`src/hdl/bolec_pkg.sv`:
```
// ----------------------------------------------------------------------------
// bolec_pkg
// Shared codes, command and status types for the ordered list engine.
// ----------------------------------------------------------------------------
package bolec_pkg;

   localparam int ACTION_W = 4;
   localparam int VALUE_W  = 32;
   localparam int POS_W    = 6;
   localparam int STATUS_W = 2;

   // request action codes
   localparam logic [ACTION_W-1:0] ACT_PUSH_FRONT = 4'd0;
   localparam logic [ACTION_W-1:0] ACT_PUSH_BACK  = 4'd1;
   localparam logic [ACTION_W-1:0] ACT_INSERT_AT  = 4'd2;
   localparam logic [ACTION_W-1:0] ACT_POP_FRONT  = 4'd3;
   localparam logic [ACTION_W-1:0] ACT_POP_BACK   = 4'd4;
   localparam logic [ACTION_W-1:0] ACT_REMOVE_AT  = 4'd5;
   localparam logic [ACTION_W-1:0] ACT_READ_AT    = 4'd6;
   localparam logic [ACTION_W-1:0] ACT_DUMP_FWD   = 4'd7;
   localparam logic [ACTION_W-1:0] ACT_DUMP_BACK  = 4'd8;
   localparam logic [ACTION_W-1:0] ACT_CLEAR      = 4'd9;

   // result status codes
   localparam logic [STATUS_W-1:0] ST_OK     = 2'd0;
   localparam logic [STATUS_W-1:0] ST_EMPTY  = 2'd1;
   localparam logic [STATUS_W-1:0] ST_FULL   = 2'd2;
   localparam logic [STATUS_W-1:0] ST_BADPOS = 2'd3;

   typedef enum logic [2:0] {
      PTR_HOLD = 3'd0,
      PTR_IDX  = 3'd1,
      PTR_TOP  = 3'd2,
      PTR_INC  = 3'd3,
      PTR_DEC  = 3'd4
   } ptr_op_type;

   typedef enum logic [1:0] {
      RES_ZERO  = 2'd0,
      RES_HOLD  = 2'd1,
      RES_RDATA = 2'd2
   } res_sel_type;

   typedef enum logic [1:0] {
      CNT_HOLD = 2'd0,
      CNT_INC  = 2'd1,
      CNT_DEC  = 2'd2,
      CNT_CLR  = 2'd3
   } cnt_op_type;

   typedef struct packed {
      logic        capture;
      ptr_op_type  ptr_op;
      logic        rd_en;
      logic        mv_arm;
      logic        mv_up;
      logic        wr_value;
      logic        hold_load;
      logic        emit;
      res_sel_type res_sel;
      logic        last;
      cnt_op_type  cnt_op;
   } cmd_type;

   typedef struct packed {
      logic [ACTION_W-1:0] action;
      logic                err;
      logic                append;
      logic                at_idx;
      logic                at_top;
      logic                dump_end;
      logic                out_free;
   } stat_type;

endpackage

```
`src/hdl/bounded_ordered_list_engine_core.sv`:
```
// One request at a time. Shifting insert or remove and front push or pop move one entry per
// cycle. A dump sends one reply per element and can stall on the output. An ignored code
// gives no reply. A reply shows in the same cycle that the next request can be taken.
// Synchronous reset empties the list; RAM contents are left as they are.
// ----------------------------------------------------------------------------
// bounded_ordered_list_engine_core
// Bounded ordered list with front/back push and pop, indexed insert, remove
// and read, forward and backward dump, and clear.
// ----------------------------------------------------------------------------
module bounded_ordered_list_engine_core #(
   parameter int CAPACITY = 32
) (
   input  logic        clock,
   input  logic        reset,
   input  logic        req_tvalid,
   output logic        req_tready,
   input  logic [47:0] req_tdata,  // [3:0] action, [35:4] value, [41:36] position, zero fill
   output logic        rsp_tvalid,
   input  logic        rsp_tready,
   output logic [31:0] rsp_tdata,  // [31:0] value_res
   output logic [1:0]  rsp_tuser,  // [1:0] status
   output logic        rsp_tlast
);
   import bolec_pkg::*;

   cmd_type                   cmd;
   stat_type                  stat;
   logic signed [VALUE_W-1:0] value_res;

   bolec_ctrl u_ctrl (
      .clock      (clock),
      .reset      (reset),
      .req_tvalid (req_tvalid),
      .req_tready (req_tready),
      .cmd        (cmd),
      .stat       (stat)
   );

   bolec_dp #(
      .CAPACITY (CAPACITY)
   ) u_dp (
      .clock         (clock),
      .reset         (reset),
      .cmd           (cmd),
      .stat          (stat),
      .req_action    (req_tdata[3:0]),
      .req_value     ($signed(req_tdata[35:4])),
      .req_position  (req_tdata[41:36]),
      .rsp_tvalid    (rsp_tvalid),
      .rsp_tready    (rsp_tready),
      .rsp_value_res (value_res),
      .rsp_status    (rsp_tuser),
      .rsp_last      (rsp_tlast)
   );

   assign rsp_tdata = value_res;

endmodule

```
`src/hdl/bolec_ram.sv`:
```
// ----------------------------------------------------------------------------
// bolec_ram
// Generic single write port, single read port RAM with registered read data.
// ----------------------------------------------------------------------------
module bolec_ram #(
   parameter int WIDTH = 32,
   parameter int DEPTH = 32
) (
   input  logic                                  clock,
   input  logic                                  wr_en,
   input  logic [((DEPTH > 1) ? $clog2(DEPTH) : 1)-1:0] wr_addr,
   input  logic [WIDTH-1:0]                      wr_data,
   input  logic                                  rd_en,
   input  logic [((DEPTH > 1) ? $clog2(DEPTH) : 1)-1:0] rd_addr,
   output logic [WIDTH-1:0]                      rd_data
);

   logic [WIDTH-1:0] mem_ff [DEPTH];
   logic [WIDTH-1:0] rd_data_ff;

   always_ff @(posedge clock) begin
      if (wr_en) begin
         mem_ff[wr_addr] <= wr_data;
      end
      if (rd_en) begin
         rd_data_ff <= mem_ff[rd_addr];
      end
   end

   assign rd_data = rd_data_ff;

endmodule

```
`src/hdl/bolec_ctrl.sv`:
```
// ----------------------------------------------------------------------------
// bolec_ctrl
// Sequencer: decodes the request, runs shift, take and dump sequences.
// ----------------------------------------------------------------------------
module bolec_ctrl (
   input  logic               clock,
   input  logic               reset,
   input  logic               req_tvalid,
   output logic               req_tready,
   output bolec_pkg::cmd_type cmd,
   input  bolec_pkg::stat_type stat
);
   import bolec_pkg::*;

   typedef enum logic [11:0] {
      S_IDLE     = 12'b0000_0000_0001,
      S_DECODE   = 12'b0000_0000_0010,
      S_UP       = 12'b0000_0000_0100,
      S_UP_END   = 12'b0000_0000_1000,
      S_PLACE    = 12'b0000_0001_0000,
      S_TAKE_RD  = 12'b0000_0010_0000,
      S_TAKE_CAP = 12'b0000_0100_0000,
      S_DOWN     = 12'b0000_1000_0000,
      S_DOWN_END = 12'b0001_0000_0000,
      S_RESP     = 12'b0010_0000_0000,
      S_DUMP_RD  = 12'b0100_0000_0000,
      S_DUMP_OUT = 12'b1000_0000_0000
   } state_type;

   state_type state_ff;
   state_type state_in;

   always_ff @(posedge clock) begin
      if (reset) begin
         state_ff <= S_IDLE;
      end else begin
         state_ff <= state_in;
      end
   end

   assign req_tready = (state_ff == S_IDLE);

   always_comb begin
      state_in = state_ff;
      cmd      = '0;
      unique case (state_ff)
         S_IDLE: begin
            cmd.capture = req_tvalid;
            if (req_tvalid) begin
               state_in = S_DECODE;
            end
         end
         S_DECODE: begin
            if (stat.err) begin
               state_in = S_RESP;
            end else begin
               unique case (stat.action) inside
                  ACT_PUSH_FRONT, ACT_PUSH_BACK, ACT_INSERT_AT: begin
                     if (stat.append) begin
                        cmd.ptr_op = PTR_IDX;
                        state_in   = S_PLACE;
                     end else begin
                        cmd.ptr_op = PTR_TOP;
                        state_in   = S_UP;
                     end
                  end
                  ACT_POP_FRONT, ACT_POP_BACK, ACT_REMOVE_AT, ACT_READ_AT: begin
                     cmd.ptr_op = PTR_IDX;
                     state_in   = S_TAKE_RD;
                  end
                  ACT_DUMP_FWD, ACT_DUMP_BACK: begin
                     cmd.ptr_op = PTR_IDX;
                     state_in   = S_DUMP_RD;
                  end
                  ACT_CLEAR: begin
                     state_in = S_RESP;
                  end
                  default: begin
                     state_in = S_IDLE;
                  end
               endcase
            end
         end
         S_UP: begin
            // read one entry, the datapath writes it one place higher next cycle
            cmd.rd_en  = 1'b1;
            cmd.mv_arm = 1'b1;
            cmd.mv_up  = 1'b1;
            if (stat.at_idx) begin
               state_in = S_UP_END;
            end else begin
               cmd.ptr_op = PTR_DEC;
            end
         end
         S_UP_END: begin
            state_in = S_PLACE;
         end
         S_PLACE: begin
            cmd.wr_value = 1'b1;
            state_in     = S_RESP;
         end
         S_TAKE_RD: begin
            cmd.rd_en = 1'b1;
            state_in  = S_TAKE_CAP;
         end
         S_TAKE_CAP: begin
            cmd.hold_load = 1'b1;
            if (stat.action == ACT_READ_AT || stat.at_top) begin
               state_in = S_RESP;
            end else begin
               cmd.ptr_op = PTR_INC;
               state_in   = S_DOWN;
            end
         end
         S_DOWN: begin
            cmd.rd_en  = 1'b1;
            cmd.mv_arm = 1'b1;
            if (stat.at_top) begin
               state_in = S_DOWN_END;
            end else begin
               cmd.ptr_op = PTR_INC;
            end
         end
         S_DOWN_END: begin
            state_in = S_RESP;
         end
         S_RESP: begin
            cmd.last = 1'b1;
            if (!stat.err) begin
               unique case (stat.action) inside
                  ACT_PUSH_FRONT, ACT_PUSH_BACK, ACT_INSERT_AT: cmd.cnt_op = CNT_INC;
                  ACT_POP_FRONT, ACT_POP_BACK, ACT_REMOVE_AT: begin
                     cmd.cnt_op  = CNT_DEC;
                     cmd.res_sel = RES_HOLD;
                  end
                  ACT_READ_AT: cmd.res_sel = RES_HOLD;
                  ACT_CLEAR:   cmd.cnt_op  = CNT_CLR;
                  default:     cmd.cnt_op  = CNT_HOLD;
               endcase
            end
            if (stat.out_free) begin
               cmd.emit = 1'b1;
               state_in = S_IDLE;
            end else begin
               cmd.cnt_op = CNT_HOLD;
            end
         end
         S_DUMP_RD: begin
            cmd.rd_en = 1'b1;
            state_in  = S_DUMP_OUT;
         end
         S_DUMP_OUT: begin
            cmd.res_sel = RES_RDATA;
            cmd.last    = stat.dump_end;
            if (stat.out_free) begin
               cmd.emit = 1'b1;
               if (stat.dump_end) begin
                  state_in = S_IDLE;
               end else begin
                  cmd.ptr_op = (stat.action == ACT_DUMP_FWD) ? PTR_INC : PTR_DEC;
                  state_in   = S_DUMP_RD;
               end
            end
         end
         default: begin
            state_in = S_IDLE;
         end
      endcase
   end

endmodule

```
`src/hdl/bolec_dp.sv`:
```
// ----------------------------------------------------------------------------
// bolec_dp
// Datapath: request registers, element count, pointer, element RAM and
// output register.
// ----------------------------------------------------------------------------
module bolec_dp #(
   parameter int CAPACITY = 32
) (
   input  logic                                 clock,
   input  logic                                 reset,
   input  bolec_pkg::cmd_type                   cmd,
   output bolec_pkg::stat_type                  stat,
   input  logic [bolec_pkg::ACTION_W-1:0]       req_action,
   input  logic signed [bolec_pkg::VALUE_W-1:0] req_value,
   input  logic [bolec_pkg::POS_W-1:0]          req_position,
   output logic                                 rsp_tvalid,
   input  logic                                 rsp_tready,
   output logic signed [bolec_pkg::VALUE_W-1:0] rsp_value_res,
   output logic [bolec_pkg::STATUS_W-1:0]       rsp_status,
   output logic                                 rsp_last
);
   import bolec_pkg::*;

   localparam int AW = (CAPACITY > 1) ? $clog2(CAPACITY) : 1;
   localparam int CW = $clog2(CAPACITY + 1);
   localparam int EW = ((CW > POS_W) ? CW : POS_W) + 1;

   logic [ACTION_W-1:0]       act_ff, act_in;
   logic [POS_W-1:0]          pos_ff, pos_in;
   logic signed [VALUE_W-1:0] val_ff, val_in;
   logic [CW-1:0]             count_ff, count_in;
   logic [AW-1:0]             ptr_ff, ptr_in;
   logic                      mv_ff, mv_in;
   logic [AW-1:0]             mv_addr_ff, mv_addr_in;
   logic                      rsp_valid_ff, rsp_valid_in;
   logic signed [VALUE_W-1:0] rsp_value_ff, rsp_value_in;
   logic [STATUS_W-1:0]       rsp_status_ff, rsp_status_in;
   logic                      rsp_last_ff, rsp_last_in;

   logic                      full, empty, bad_ins, bad_rm;
   logic [EW-1:0]             pos_e, cnt_e;
   logic [AW-1:0]             idx_w, top_w;
   logic [STATUS_W-1:0]       st_code;
   logic                      out_free;
   logic                      wr_en;
   logic [AW-1:0]             wr_addr;
   logic [VALUE_W-1:0]        wr_data;
   logic [VALUE_W-1:0]        rd_data;

   // checks against the current count; count only moves when a result leaves
   assign full    = (count_ff >= CW'(CAPACITY));
   assign empty   = (count_ff == '0);
   assign pos_e   = EW'(pos_ff);
   assign cnt_e   = EW'(count_ff);
   assign bad_ins = (pos_e == '0) || (pos_e > cnt_e + EW'(1));
   assign bad_rm  = (pos_e == '0) || (pos_e > cnt_e);
   assign top_w   = AW'(count_ff - CW'(1));

   always_comb begin
      case (act_ff) inside
         ACT_PUSH_BACK:                           idx_w = AW'(count_ff);
         ACT_POP_BACK, ACT_DUMP_BACK:             idx_w = top_w;
         ACT_INSERT_AT, ACT_REMOVE_AT, ACT_READ_AT: idx_w = AW'(pos_e - EW'(1));
         default:                                 idx_w = '0;
      endcase
   end

   always_comb begin
      case (act_ff) inside
         ACT_PUSH_FRONT, ACT_PUSH_BACK: st_code = full ? ST_FULL : ST_OK;
         ACT_INSERT_AT: st_code = full ? ST_FULL : (bad_ins ? ST_BADPOS : ST_OK);
         ACT_POP_FRONT, ACT_POP_BACK, ACT_DUMP_FWD, ACT_DUMP_BACK:
            st_code = empty ? ST_EMPTY : ST_OK;
         ACT_REMOVE_AT, ACT_READ_AT:
            st_code = empty ? ST_EMPTY : (bad_rm ? ST_BADPOS : ST_OK);
         default: st_code = ST_OK;
      endcase
   end

   assign out_free = !rsp_valid_ff || rsp_tready;

   always_comb begin
      stat          = '0;
      stat.action   = act_ff;
      stat.err      = (st_code != ST_OK);
      stat.append   = (EW'(idx_w) == cnt_e);
      stat.at_idx   = (ptr_ff == idx_w);
      stat.at_top   = (ptr_ff == top_w);
      stat.dump_end = (act_ff == ACT_DUMP_FWD) ? (ptr_ff == top_w) : (ptr_ff == '0);
      stat.out_free = out_free;
   end

   // request capture and hold value
   always_comb begin
      act_in = cmd.capture ? req_action : act_ff;
      pos_in = cmd.capture ? req_position : pos_ff;
      if (cmd.capture) begin
         val_in = req_value;
      end else if (cmd.hold_load) begin
         val_in = $signed(rd_data);
      end else begin
         val_in = val_ff;
      end
   end

   always_comb begin
      case (cmd.ptr_op)
         PTR_IDX: ptr_in = idx_w;
         PTR_TOP: ptr_in = top_w;
         PTR_INC: ptr_in = ptr_ff + AW'(1);
         PTR_DEC: ptr_in = ptr_ff - AW'(1);
         default: ptr_in = ptr_ff;
      endcase
   end

   always_comb begin
      case (cmd.cnt_op)
         CNT_INC: count_in = count_ff + CW'(1);
         CNT_DEC: count_in = count_ff - CW'(1);
         CNT_CLR: count_in = '0;
         default: count_in = count_ff;
      endcase
   end

   // a move writes last cycle's read data one place up or down
   assign mv_in      = cmd.mv_arm;
   assign mv_addr_in = cmd.mv_up ? (ptr_ff + AW'(1)) : (ptr_ff - AW'(1));

   assign wr_en   = mv_ff || cmd.wr_value;
   assign wr_addr = mv_ff ? mv_addr_ff : ptr_ff;
   assign wr_data = mv_ff ? rd_data : val_ff;

   bolec_ram #(
      .WIDTH (VALUE_W),
      .DEPTH (CAPACITY)
   ) u_store (
      .clock   (clock),
      .wr_en   (wr_en),
      .wr_addr (wr_addr),
      .wr_data (wr_data),
      .rd_en   (cmd.rd_en),
      .rd_addr (ptr_ff),
      .rd_data (rd_data)
   );

   always_comb begin
      rsp_valid_in  = cmd.emit || (rsp_valid_ff && !rsp_tready);
      rsp_value_in  = rsp_value_ff;
      rsp_status_in = rsp_status_ff;
      rsp_last_in   = rsp_last_ff;
      if (cmd.emit) begin
         case (cmd.res_sel)
            RES_HOLD:  rsp_value_in = val_ff;
            RES_RDATA: rsp_value_in = $signed(rd_data);
            default:   rsp_value_in = '0;
         endcase
         rsp_status_in = st_code;
         rsp_last_in   = cmd.last;
      end
   end

   always_ff @(posedge clock) begin
      if (reset) begin
         count_ff     <= '0;
         ptr_ff       <= '0;
         mv_ff        <= 1'b0;
         rsp_valid_ff <= 1'b0;
      end else begin
         count_ff     <= count_in;
         ptr_ff       <= ptr_in;
         mv_ff        <= mv_in;
         rsp_valid_ff <= rsp_valid_in;
      end
   end

   always_ff @(posedge clock) begin
      act_ff        <= act_in;
      pos_ff        <= pos_in;
      val_ff        <= val_in;
      mv_addr_ff    <= mv_addr_in;
      rsp_value_ff  <= rsp_value_in;
      rsp_status_ff <= rsp_status_in;
      rsp_last_ff   <= rsp_last_in;
   end

   assign rsp_tvalid    = rsp_valid_ff;
   assign rsp_value_res = rsp_value_ff;
   assign rsp_status    = rsp_status_ff;
   assign rsp_last      = rsp_last_ff;

endmodule

```
`config.mk`:
```
export PLATFORM = sky130hd
export DESIGN_NAME = bounded_ordered_list_engine_core
export DESIGN_NICKNAME = d
export VERILOG_FILES = /design/src/hdl/bolec_pkg.sv /design/src/hdl/bounded_ordered_list_engine_core.sv /design/src/hdl/bolec_ram.sv /design/src/hdl/bolec_ctrl.sv /design/src/hdl/bolec_dp.sv
export SDC_FILE = /design/constraint.sdc
export NUM_CORES = 1
export LEC_CHECK = 0
export BUFFER_PORTS_ARGS = -buffer_cell sky130_fd_sc_hd__buf_2
export CORE_MARGIN = 1
export CORE_UTILIZATION = 30
export CTS_CLUSTER_DIAMETER = 100
export DETAILED_ROUTE_END_ITERATION = 6
export PLACE_DENSITY_LB_ADDON = 0.05
export SETUP_SLACK_MARGIN = 0.3
export SYNTH_ARGS = -nofsm -noshare
export SYNTH_HDL_FRONTEND = slang
export SYNTH_HIERARCHICAL = 1
export SYNTH_SLANG_ARGS = --single-unit
```
`constraint.sdc`:
```
create_clock -name clock -period 4.95 [get_ports clock]
set_input_delay 0.495 -clock clock [delete_from_list [all_inputs] [get_ports clock]]
set_output_delay 0.495 -clock clock [all_outputs]
set_load 0.05 [all_outputs]
```
==> reports/results.txt <==
placed cells = 5058
metal2 WL = 68700 um
post-synthesis to final-layout area growth = 17.0%
Power, Total = 28.3 mW
status = finished, final reports clean
vias = 26700
final hold slack = 0.0687 ns
syn_area_per_cell = 16.2 um2
Antenna Nets Post-Route = 0
Final Hold Viols = 0
Starting Density = 30.2%
R2R Path End = u_dp/ptr_ff[1]$_SDFFE_PP0P_
Antenna Cells = 0
Num Clock Sinks = 1163
global-route wire length before repair = 206000 um
final setup vio count = 0
Yosys Warn Count = 6
cell area power density = 505 nW/um2
core area = 158000 um2
clock skew = 0.0278 ns
gr usage total = 18.0%
initial DRC count = 2088
CP Max Fanout = 9
clk buf depth = 3
insertion delay to the later sink of the worst-skew pair = 0.77 ns
setup TNS = 0 ns
Die Span Y = 401 um
largest net degree at the start of global routing = 126
fraction of the cycle the final worst path needs = 84.3%
highest routed metal layer = met4
Comb pwr share = 22.5%
first-pass iteration count of the detailed router = 7
CTS H-tree depth = 4
Peak VDD IR = 0.360 mV
worst stage delay on the critical path = 0.43 ns
Post-synth EDFFs = 1133
Final Non-Filler Cells = 5334
Final Max Slew Viols = 0
routed wl met3 = 6710 um
Worst-Margin Slew = 1.30 ns
CP endpoint = u_dp/ptr_ff[1]$_SDFFE_PP0P_
Synth Area in Compound Gates = 6.52%
register area share after synthesis = 72.4%
ys flop type = edfxtp_1
Min-Delay Path Class = input pin to flip-flop
layout cell share with drive strength beyond 1 = 17.0%
Synth Instances = 2946
Design Area, Final = 55900 um2
Leak = 17.0 nW
Adder-Cell Fraction of Synth Area = 0.549%
die area = 161000 um2
antenna violations before repair = 6
RR Startpoint = u_dp/count_ff[1]$_SDFFE_PP0P_
Placement Cell Area = 51300 um2
DP Worst Slack = 0.259 ns
Finished Core Util = 35.3%
Post-Synth XOR/XNOR Area = 0.691%
Post-Synth Simple-Gate Area = 5.15%
vias in the first global route = 27280
RePlAce Congestion = 0.777
routed len/inst = 27.4 um
syn nets = 3019
Crit path arrival time = 4.82 ns
IO Count = 89
post-route setup slack = 0.777 ns
wl on met1 = 67300 um
r2r setup slk = 0.78 ns
wirelength, routed = 146000 um
sequential share of power = 43.2%
Port-buffer cells = 82
Layout Nets = 3228
Clk pwr share = 34.3%
CP startpoint = u_dp/count_ff[1]$_SDFFE_PP0P_
Yosys cell types = 90
critical path type = flip-flop to flip-flop
largest family of logic cells by synthesized area = multiplexers
RSZ-0062 raised after global routing = no
Rows = 146
Sw Share = 30.6%
#FFs+latches synth = 1163
Num CTS Buffers = 137
Psw = 8.66 mW
worst-case reg-to-reg path depth = 18
Max Freq = 240 MHz
Clock Pin Slew Worst Setup and Hold Paths = 0.06 ns
minimum clock period = 4.17 ns
CP cell instances = ha_1 > and3_1 > xnor2_1 > ha_1 > o21a_1 > o22ai_1 > a211oi_1 > o211ai_1 > nand3_1 > nor4_4 > and2b_1 > nand2_1 > nand2_1 > clkinv_1 > and3_1 > a21oi_1 > o22ai_1 > a311oi_1
Slew HR = 12.1%
CP required = 5.60 ns
mux cell area share after synthesis = 12.4%
GRT Residual Overflow = 0
Mapped Area = 47800 um2
Via density = 5.01
startpoint types = flip-flop
CTS tree = done
chip width = 401 um
FILL cells = 15001
DP HPWL = 86700 um
internal power = 19.6 mW
clock root buffer = clkbuf_16
Critical Path Sink Type = flip-flop
total of max-cap violations = 0
DR DRC count = 0
slowest CP cell = dfxtp_2
Synth async-reset ratio = 0%
[logic make-up after synthesis]
group,Yosys count
flops,1163
mux,584
simple gates,499
compound gates,443
buf+inv,200
xor+xnor,36
fa+ha+maj,21
[cell usage in the layout (no fill, tap or decap), types with 6 or more instances in the layout]
cell type / instances
edfxtp_1: 1133
mux2i_1: 515
clkbuf_16: 140
a22oi_1: 131
nand2_1: 123
a21oi_1: 120
buf_4: 117
nand3_1: 116
buf_2: 82
nor2_1: 69
mux2_2: 69
a22o_1: 64
nor3_1: 54
clkbuf_1: 39
a31oi_1: 39
nor2_4: 34
dlygate4sd3_1: 30
clkinv_1: 29
dfxtp_1: 26
inv_1: 24
xnor2_1: 24
o21ai_0: 23
clkinv_2: 19
ha_1: 19
buf_12: 14
nand2b_1: 11
xor2_1: 10
nand3b_1: 8
bufinv_16: 7
nor4_1: 7
or3_1: 7
nand4_1: 7
nor2b_1: 6
a211oi_1: 6
[metal layers]
metal	track usage (%)	vias to the layer above
li1	-	12040
met1	24.7	13875
met2	29.0	583
met3	3.36	202
met4	5.32	0
met5	0	-
[synth_stat cells, types with 7 or more instances]
| cell type | count | area [um2] |
|---|---|---|
| nor4_1 | 8 | 50.1 |
| o21ai_0 | 23 | 115 |
| mux2_2 | 69 | 777 |
| nand3_1 | 116 | 581 |
| nand2b_1 | 14 | 87.6 |
| nand3b_1 | 8 | 60.1 |
| a22o_1 | 64 | 561 |
| buf_4 | 38 | 285 |
| buf_1 | 10 | 37.5 |
| inv_1 | 24 | 90.1 |
| xor2_1 | 10 | 87.6 |
| dfxtp_1 | 30 | 601 |
| edfxtp_1 | 1133 | 34000 |
| nor2_1 | 103 | 387 |
| clkbuf_1 | 68 | 255 |
| xnor2_1 | 24 | 210 |
| nand4_1 | 7 | 43.8 |
| buf_2 | 36 | 180 |
| a21oi_1 | 120 | 601 |
| a211oi_1 | 7 | 52.6 |
| ha_1 | 21 | 263 |
| nand2_1 | 125 | 469 |
| nor2b_1 | 8 | 50.1 |
| a31oi_1 | 39 | 244 |
| nor3_1 | 54 | 270 |
| or3_1 | 7 | 43.8 |
| a22oi_1 | 131 | 983 |
| mux2i_1 | 515 | 5150 |
| buf_6 | 18 | 203 |
[worst max-delay path: cells and delay by family (launching register included)]
kind / cells / cell delay [ns]
buffers and inverters: 1 / 0.23
DFF: 1 / 0.43
xor gates and xnor gates: 1 / 0.14
AOI/OAI and AO/OA: 7 / 1.18
adders and majority gates: 2 / 0.54
and+or+nand+nor: 7 / 1.56
[power groups by stage]
stage	Sequential, mW	Combinational (mW)	Clock [mW]
2_1_floorplan	12.2	4.13	0
3_3_place_gp	12.4	6.35	0
3_5_place_dp	12.4	6.42	0
4_1_cts	12.2	6.45	10.0
5_1_grt	12.3	6.89	10.3
6_report	12.2	6.36	9.69
[final cells by class]
type	instances	area (um2)	area share, %
sequential	1163	34600	61.9
clock buffer	182	3690	6.60
tap	2072	2590	4.64
multi-input combinational	1583	12400	22.3
inverter	27	101	0.181
clock inverter	64	599	1.07
timing repair buffer	243	1870	3.34
[flip-flops by register name, summed over array words and instances (netlist names)]
register	cells
u_dp/act_ff	4
u_dp/mv_addr_ff	5
u_dp/val_ff	32
u_dp/mv_ff	1
u_dp/rsp_value_res	32
u_dp/rsp_tvalid	1
u_dp/pos_ff	6
u_dp/count_ff	6
u_dp/ptr_ff	5
u_dp/rsp_last	1
u_ctrl/state_ff	12
u_dp/u_store/mem_ff	1024
u_dp/u_store/rd_data	32
u_dp/rsp_status	2
[worst min path at each step]
stage,start,to,slack (ns),cells after the start
2_1_floorplan,u_ctrl/state_ff[10]$_SDFFE_PP0P_,u_ctrl/state_ff[11]$_SDFFE_PP0P_,0.52,2
3_3_place_gp,u_ctrl/state_ff[5]$_SDFFE_PP0P_,u_ctrl/state_ff[6]$_SDFFE_PP0P_,0.55,2
3_5_place_dp,u_ctrl/state_ff[5]$_SDFFE_PP0P_,u_ctrl/state_ff[6]$_SDFFE_PP0P_,0.58,2
4_1_cts,req_tdata[15],u_dp/val_ff[11]$_DFFE_PP_,0.006,2
5_1_grt,req_tdata[15],u_dp/val_ff[11]$_DFFE_PP_,0.03,2
6_report,req_tdata[15],u_dp/val_ff[11]$_DFFE_PP_,0.07,2
[timing repair]
item / CTS / global route
hold buffers: 30 / 0
setup buffers: 0 / 0
endpoints found under the hold margin: 30 / 0
endpoints found under the setup margin: 1 / 33
gates resized for setup: 1 / 7
(Power assumes the default switching activity.)
